===== config.mk =====
export PLATFORM = sky130hd
export DESIGN_NAME = square_matrix_multiply
export DESIGN_NICKNAME = d
export VERILOG_FILES = /design/src/rtl/smm_pkg.sv /design/src/rtl/square_matrix_multiply.sv /design/src/rtl/smm_datapath.sv /design/src/rtl/smm_ctl.sv
export SDC_FILE = /design/constraint.sdc
export NUM_CORES = 2
export LEC_CHECK = 0
export BUFFER_PORTS_ARGS = -buffer_cell sky130_fd_sc_hd__buf_4
export CAP_MARGIN = 20
export CORE_MARGIN = 2
export CORE_UTILIZATION = 60
export CTS_BUF_LIST = sky130_fd_sc_hd__clkbuf_4
export DETAILED_ROUTE_END_ITERATION = 8
export HOLD_SLACK_MARGIN = 0.1
export PLACE_DENSITY = 0.76
export SYNTH_ARGS = -nofsm -noshare
export SYNTH_HDL_FRONTEND = slang
export SYNTH_SLANG_ARGS = --single-unit

===== constraint.sdc =====
create_clock -name clock -period 10.9 [get_ports clock]
set_input_delay 1.09 -clock clock [delete_from_list [all_inputs] [get_ports clock]]
set_output_delay 1.09 -clock clock [all_outputs]
set_load 0.03 [all_outputs]

===== src/rtl/smm_pkg.sv =====
package smm_pkg;

   localparam int DIM_W     = 3;
   localparam int IDX_W     = 3;
   localparam int DATA_W    = 16;
   localparam int PROD_W    = 2 * DATA_W;
   localparam int PRODUCT_W = 35;

   localparam logic [DIM_W-1:0] DIM_RESET = 3'd6;

   typedef struct packed {
      logic wr_en;
      logic issue;
      logic first;
      logic last;
   } smm_cmd_type;

   typedef struct packed {
      logic mac_done;
   } smm_status_type;

endpackage


===== src/rtl/square_matrix_multiply.sv =====
// Loading takes one request per cycle while in LOAD (req_ready is low otherwise), n*n requests
// for an n by n pair of matrices. Each product element then goes through operand reads,
// the read, product and accumulator registers of the multiply-accumulate pipeline, and one
// response, which is held until taken. Reset sets dim to 6 and clears the load count; the
// element stores are not cleared.
module square_matrix_multiply import smm_pkg::*; #(
   parameter int MAX_DIM = 6
) (
   input  logic                        clock,
   input  logic                        reset,
   input  logic                        req_valid,
   output logic                        req_ready,
   input  logic signed [DATA_W-1:0]    req_a_value,
   input  logic signed [DATA_W-1:0]    req_b_value,
   output logic                        rsp_valid,
   input  logic                        rsp_ready,
   output logic signed [PRODUCT_W-1:0] rsp_product_value,
   output logic [IDX_W-1:0]            rsp_row_index,
   output logic [IDX_W-1:0]            rsp_col_index,
   output logic                        rsp_last,
   input  logic                        csr_we,
   input  logic [DIM_W-1:0]            csr_wdata
);

   localparam int CELLS  = MAX_DIM * MAX_DIM;
   localparam int ADDR_W = (CELLS > 1) ? $clog2(CELLS) : 1;

   smm_cmd_type       cmd;
   smm_status_type    status;
   logic [ADDR_W-1:0] wr_addr, rd_a_addr, rd_b_addr;

   smm_ctl #(.MAX_DIM(MAX_DIM)) u_ctl (
      .clock         (clock),
      .reset         (reset),
      .req_valid     (req_valid),
      .req_ready     (req_ready),
      .rsp_valid     (rsp_valid),
      .rsp_ready     (rsp_ready),
      .rsp_row_index (rsp_row_index),
      .rsp_col_index (rsp_col_index),
      .rsp_last      (rsp_last),
      .csr_we        (csr_we),
      .csr_wdata     (csr_wdata),
      .cmd           (cmd),
      .status        (status),
      .wr_addr       (wr_addr),
      .rd_a_addr     (rd_a_addr),
      .rd_b_addr     (rd_b_addr)
   );

   smm_datapath #(.MAX_DIM(MAX_DIM)) u_datapath (
      .clock         (clock),
      .reset         (reset),
      .cmd           (cmd),
      .status        (status),
      .wr_addr       (wr_addr),
      .rd_a_addr     (rd_a_addr),
      .rd_b_addr     (rd_b_addr),
      .wr_a_value    (req_a_value),
      .wr_b_value    (req_b_value),
      .product_value (rsp_product_value)
   );

endmodule


===== src/rtl/smm_datapath.sv =====
module smm_datapath import smm_pkg::*; #(
   parameter int  MAX_DIM = 6,
   localparam int CELLS   = MAX_DIM * MAX_DIM,
   localparam int ADDR_W  = (CELLS > 1) ? $clog2(CELLS) : 1
) (
   input  logic                        clock,
   input  logic                        reset,
   input  smm_cmd_type                 cmd,
   output smm_status_type              status,
   input  logic [ADDR_W-1:0]           wr_addr,
   input  logic [ADDR_W-1:0]           rd_a_addr,
   input  logic [ADDR_W-1:0]           rd_b_addr,
   input  logic signed [DATA_W-1:0]    wr_a_value,
   input  logic signed [DATA_W-1:0]    wr_b_value,
   output logic signed [PRODUCT_W-1:0] product_value
);

   logic signed [DATA_W-1:0]    left_mem  [CELLS];
   logic signed [DATA_W-1:0]    right_mem [CELLS];

   logic signed [DATA_W-1:0]    a_rd_ff;
   logic signed [DATA_W-1:0]    b_rd_ff;
   logic signed [PROD_W-1:0]    prod_ff;
   logic signed [PRODUCT_W-1:0] acc_ff;

   logic rd_valid_ff, rd_first_ff, rd_last_ff;
   logic mul_valid_ff, mul_first_ff, mul_last_ff;
   logic done_ff;

   always_ff @(posedge clock) begin
      if (cmd.wr_en) begin
         left_mem[wr_addr]  <= wr_a_value;
         right_mem[wr_addr] <= wr_b_value;
      end
      if (cmd.issue) begin
         a_rd_ff <= left_mem[rd_a_addr];
         b_rd_ff <= right_mem[rd_b_addr];
      end
   end

   always_ff @(posedge clock) begin
      if (reset) begin
         rd_valid_ff  <= 1'b0;
         mul_valid_ff <= 1'b0;
         done_ff      <= 1'b0;
      end else begin
         rd_valid_ff  <= cmd.issue;
         mul_valid_ff <= rd_valid_ff;
         done_ff      <= mul_valid_ff && mul_last_ff;
      end
   end

   always_ff @(posedge clock) begin
      rd_first_ff  <= cmd.first;
      rd_last_ff   <= cmd.last;
      mul_first_ff <= rd_first_ff;
      mul_last_ff  <= rd_last_ff;
      prod_ff      <= a_rd_ff * b_rd_ff;
      if (mul_valid_ff) begin
         if (mul_first_ff) begin
            acc_ff <= PRODUCT_W'(prod_ff);
         end else begin
            acc_ff <= acc_ff + PRODUCT_W'(prod_ff);
         end
      end
   end

   assign status.mac_done = done_ff;
   assign product_value   = acc_ff;

endmodule


===== src/rtl/smm_ctl.sv =====
module smm_ctl import smm_pkg::*; #(
   parameter int  MAX_DIM = 6,
   localparam int CELLS   = MAX_DIM * MAX_DIM,
   localparam int ADDR_W  = (CELLS > 1) ? $clog2(CELLS) : 1
) (
   input  logic              clock,
   input  logic              reset,
   input  logic              req_valid,
   output logic              req_ready,
   output logic              rsp_valid,
   input  logic              rsp_ready,
   output logic [IDX_W-1:0]  rsp_row_index,
   output logic [IDX_W-1:0]  rsp_col_index,
   output logic              rsp_last,
   input  logic              csr_we,
   input  logic [DIM_W-1:0]  csr_wdata,
   output smm_cmd_type       cmd,
   input  smm_status_type    status,
   output logic [ADDR_W-1:0] wr_addr,
   output logic [ADDR_W-1:0] rd_a_addr,
   output logic [ADDR_W-1:0] rd_b_addr
);

   localparam int CNT_W  = $clog2(CELLS + 1);

   typedef enum logic [1:0] {
      LOAD,
      ISSUE,
      DRAIN,
      RESULT
   } state_type;

   state_type         state_ff;
   logic [DIM_W-1:0]  dim_ff;
   logic [CNT_W-1:0]  load_count_ff;
   logic [IDX_W-1:0]  row_ff, col_ff, k_ff;
   logic [ADDR_W-1:0] row_base_ff, a_addr_ff, b_addr_ff;
   logic              rsp_valid_ff, last_ff;

   logic [DIM_W-1:0]  dim_n;
   logic [DIM_W-1:0]  n_last;
   logic [CNT_W-1:0]  total;

   always_comb begin
      dim_n = dim_ff;
      priority if (dim_ff == '0) begin
         dim_n = DIM_W'(1);
      end else if (32'(dim_ff) > MAX_DIM) begin
         dim_n = DIM_W'(MAX_DIM);
      end
      n_last = dim_n - 1'b1;
      total  = CNT_W'(dim_n) * CNT_W'(dim_n);
   end

   assign req_ready = (state_ff == LOAD);

   assign cmd.wr_en = req_valid && req_ready;
   assign cmd.issue = (state_ff == ISSUE);
   assign cmd.first = (k_ff == '0);
   assign cmd.last  = (k_ff == n_last);

   assign wr_addr   = ADDR_W'(load_count_ff);
   assign rd_a_addr = a_addr_ff;
   assign rd_b_addr = b_addr_ff;

   assign rsp_valid     = rsp_valid_ff;
   assign rsp_row_index = row_ff;
   assign rsp_col_index = col_ff;
   assign rsp_last      = last_ff;

   always_ff @(posedge clock) begin
      if (reset) begin
         state_ff      <= LOAD;
         dim_ff        <= DIM_RESET;
         load_count_ff <= '0;
         rsp_valid_ff  <= 1'b0;
      end else begin
         unique case (state_ff)
            LOAD: begin
               if (req_valid && (load_count_ff == CNT_W'(total - 1'b1))) begin
                  load_count_ff <= '0;
                  row_ff        <= '0;
                  col_ff        <= '0;
                  k_ff          <= '0;
                  row_base_ff   <= '0;
                  a_addr_ff     <= '0;
                  b_addr_ff     <= '0;
                  state_ff      <= ISSUE;
               end else if (csr_we) begin
                  load_count_ff <= '0;
               end else if (req_valid) begin
                  load_count_ff <= load_count_ff + 1'b1;
               end
            end
            ISSUE: begin
               a_addr_ff <= a_addr_ff + 1'b1;
               b_addr_ff <= b_addr_ff + ADDR_W'(dim_n);
               k_ff      <= k_ff + 1'b1;
               if (k_ff == n_last) begin
                  state_ff <= DRAIN;
               end
            end
            DRAIN: begin
               if (status.mac_done) begin
                  rsp_valid_ff <= 1'b1;
                  last_ff      <= (row_ff == n_last) && (col_ff == n_last);
                  state_ff     <= RESULT;
               end
            end
            RESULT: begin
               if (rsp_ready) begin
                  rsp_valid_ff <= 1'b0;
                  k_ff         <= '0;
                  if (last_ff) begin
                     state_ff <= LOAD;
                  end else begin
                     state_ff <= ISSUE;
                     if (col_ff == n_last) begin
                        col_ff      <= '0;
                        row_ff      <= row_ff + 1'b1;
                        row_base_ff <= row_base_ff + ADDR_W'(dim_n);
                        a_addr_ff   <= row_base_ff + ADDR_W'(dim_n);
                        b_addr_ff   <= '0;
                     end else begin
                        col_ff    <= col_ff + 1'b1;
                        a_addr_ff <= row_base_ff;
                        b_addr_ff <= ADDR_W'(col_ff + 1'b1);
                     end
                  end
               end
            end
         endcase
         if (csr_we) begin
            dim_ff <= csr_wdata;
         end
      end
   end

endmodule


==> results.cfg <==
[status]
status = complete, no violations

[clock_tree]
h-tree-depth = 5
cts-buffers-inserted = 335
cts_buffer_depth = 4
clkTransAtPathRegs_ns = 0.06
cts-resized-gates = 0
clock_latency_ns = 1.20
clock_sinks = 1298
clk_root_buffer_cell = clkbuf_4
cts_tree = built

[yosys]
synthArstFlopShare = 0
synth_top_cell_by_area = edfxtp_1
synth_nets = 4156
synth_seq_cells = 1298
ys.flop_type = edfxtp_1
syn_area_per_cell_sq_um = 16.4
ys_warn_count = 0
synth-seq-area-share = 0.632
yosysMostFrequentCell = edfxtp_1
synth.top_cells.by_count = edfxtp_1 (1,247), inv_1 (301), fa_1 (265)
syn_inst = 3716
synth_top_area_frac = 0.615
synthesis.area_sq_um = 60900
synthDistinctLibCells = 63
synth_edf_count = 1247
ys_top_cells_by_area = edfxtp_1 (61%), mux4_2 (9.5%), fa_1 (8.7%), ha_1 (2.8%), mux2i_1 (2.2%)

[finish]
fin_nets = 4479
layout-drive-gt1-share = 0.229
area.growth.synth_to_final_pct = 10.6
fill_cells = 6710
seq_area_sq_um = 38500
multi_input_area_sq_um = 20900

[setup_path]
reg2reg_slack_ns = 4.44
crit_required_ns = 11.95
start_kind = flop
r2r-start = u_datapath.b_rd_ff[2]$_DFFE_PP_
crit_path_end_kind = flop
reg2reg_depth = 21
worstPathMaxFanout = 16
max_stage_delay_ns = 0.62
r2r_end = u_datapath.prod_ff[30]$_DFF_P_
crit_type = reg2reg
crit_chain = and2_1, fa_1, inv_1, fa_1, fa_1, inv_1, fa_1, fa_1, inv_1, fa_1, inv_1, ha_1, a21o_1, a221oi_1, o21a_1, a21boi_0, a31oi_1, a21oi_1, a21o_1, a21oi_1, xnor2_1
cpMostUsedCell = fa_1
cp_slowest_cell = edfxtp_1
crit_arrival_ns = 7.51

[drt]
via_per_inst = 6.08
drt_iter0_markers = 3670
num_vias = 34100
met3_length_um = 13100
ant_nets = 0
wl_met2_um = 67400
highest_layer = met5
firstDrtPassIters = 6
routed_wl_um = 140000
wl_met1_um = 55600
drc = 0
detail_route.wl_per_cell_um = 25.0

[die]
initial_core_util = 0.607
die_w_um = 323
rows = 116
die-area_sq_um = 104000
pin_count = 84
core_sq_um = 100000
die_h_um = 323

[job]
maxCapViolations = 0

[timing]
finClkSkew_ns = 0.105
tns_ns = 0
fin_crit_ns = 6.46
fmax_ghz = 0.155
slew_headroom = 0.326
hold_violations = 0
rsz0062_at_grt = no
finalSetupViolCount = 0
slew_violations = 0
fin_crit_sh = 0.593
tightest_slew_ns = 1.01

[placement]
hpwl_um = 79600
gp_congestion = 0.879
port_buffers = 83

[min_path]
hold_path_end = u_ctl.dim_ff[0]$_SDFFE_PP0P_
holdCritPathClass = in2reg
hold_depth = 3
hp-start = csr_wdata[0]

[global_routing]
antenna_found_initial = 6
grt_max_degree = 118
grtUsageTotal = 0.276
first_global_vias = 34500
grt_pass1_wl_um = 210000
grt_overflow = 0
## kinds of logic (layout without fill, tap and decap cells)
family,Yosys count,after routing,share of synthesized area
flops,1298,1298,0.632
xor+xnor,90,90,0.0129
mux,409,409,0.120
simple gates,625,625,0.0476
compound gates,431,431,0.0439
other cells,0,5,0
fa+ha+maj,400,400,0.115
buf+inv,463,992,0.0287
## through the flow
stage / cell area, sq um / std cells / hold WS [ns] / util / worst slack, ns
after floorplan: 60900 / 3716 / 0.310 / - / 4.92
after global placement: 63400 / 5058 / 0.311 / 0.632 / 4.57
after detailed placement: 63400 / 5058 / 0.317 / 0.632 / 4.48
after CTS: 67300 / 5602 / 0.112 / 0.671 / 4.46
after global routing: 67300 / 5606 / 0.176 / 0.671 / 4.08
final: 67300 / 5607 / 0.227 / 0.671 / 4.44
## critical path: cells and delay by family, from the launching register on
kind | cells | cell delay (ns)
AO/OA/AOI/OAI | 8 | 1.78
XOR/XNOR | 1 | 0.13
adder cells (fa/ha/maj) | 7 | 3.34
buffers and inverters | 4 | 0.23
flip-flops | 1 | 0.62
AND/OR/NAND/NOR | 1 | 0.26
## flip-flops by register name, summed over array words and instances, names as in the netlist, 2 cells and up
name / flops
u_ctl.dim_ff: 3
u_ctl.rd_a_addr: 6
u_datapath.product_value: 35
u_ctl.wr_addr: 6
u_ctl.rd_b_addr: 6
u_ctl.row_base_ff: 6
u_datapath.a_rd_ff: 16
u_datapath.prod_ff: 32
u_ctl.rsp_row_index: 3
u_datapath.right_mem: 576
u_ctl.k_ff: 3
u_datapath.b_rd_ff: 16
u_ctl.rsp_col_index: 3
u_ctl.state_ff: 2
u_datapath.left_mem: 576
## placed cells by master (no fill, tap or decap), types with 15 or more instances in the layout
master	instances
clkbuf_4	474
buf_4	144
fa_1	265
o21ai_0	123
o221ai_1	33
mux2i_1	135
a21oi_1	116
xor2_1	30
nand2_1	259
and2_1	124
dfxtp_1	49
mux4_2	256
a21o_1	32
xnor2_1	60
mux2_2	18
o22ai_1	41
ha_1	134
edfxtp_1	1247
clkinv_1	51
nand3_1	15
nor2_4	31
inv_1	301
a211oi_1	19
nor2_1	106
## layer usage
layer	up-vias	track usage
met5	-	0
met4	4	0.0964
met3	266	0.0603
met2	1804	0.437
met1	17300	0.385
li1	14700	-
## final cells by class
class / count / share of cell area
timing repair buffer: 148 / 0.0171
inverter: 301 / 0.0168
clock buffer: 474 / 0.0529
multi-input combinational: 1955 / 0.311
antenna: 5 / 0.000186
tap: 1357 / 0.0252
sequential: 1298 / 0.571
clock inverter: 69 / 0.00528
## worst max path at each step
stage                                startpoint                              to  slack (ns)  cells after the start
6_report        u_datapath.b_rd_ff[2]$_DFFE_PP_  u_datapath.prod_ff[30]$_DFF_P_        4.44                     21
5_1_grt         u_datapath.a_rd_ff[7]$_DFFE_PP_  u_datapath.prod_ff[30]$_DFF_P_        4.08                     21
4_1_cts        u_datapath.a_rd_ff[11]$_DFFE_PP_  u_datapath.prod_ff[30]$_DFF_P_        4.46                     22
3_5_place_dp   u_datapath.a_rd_ff[11]$_DFFE_PP_  u_datapath.prod_ff[30]$_DFF_P_        4.48                     22
3_3_place_gp   u_datapath.a_rd_ff[14]$_DFFE_PP_  u_datapath.prod_ff[30]$_DFF_P_        4.57                     22
2_1_floorplan  u_datapath.a_rd_ff[15]$_DFFE_PP_  u_datapath.prod_ff[23]$_DFF_P_        4.92                     22
## repair_timing
item	4_1_cts	5_1_grt
hold buffers	1	0
buffers inserted	0	0
setup endpoints to repair	0	0
hold endpoints to repair	1	0
Power is not shown: default switching activity piles up to over one toggle a cycle in this logic, so the estimate is an artifact.
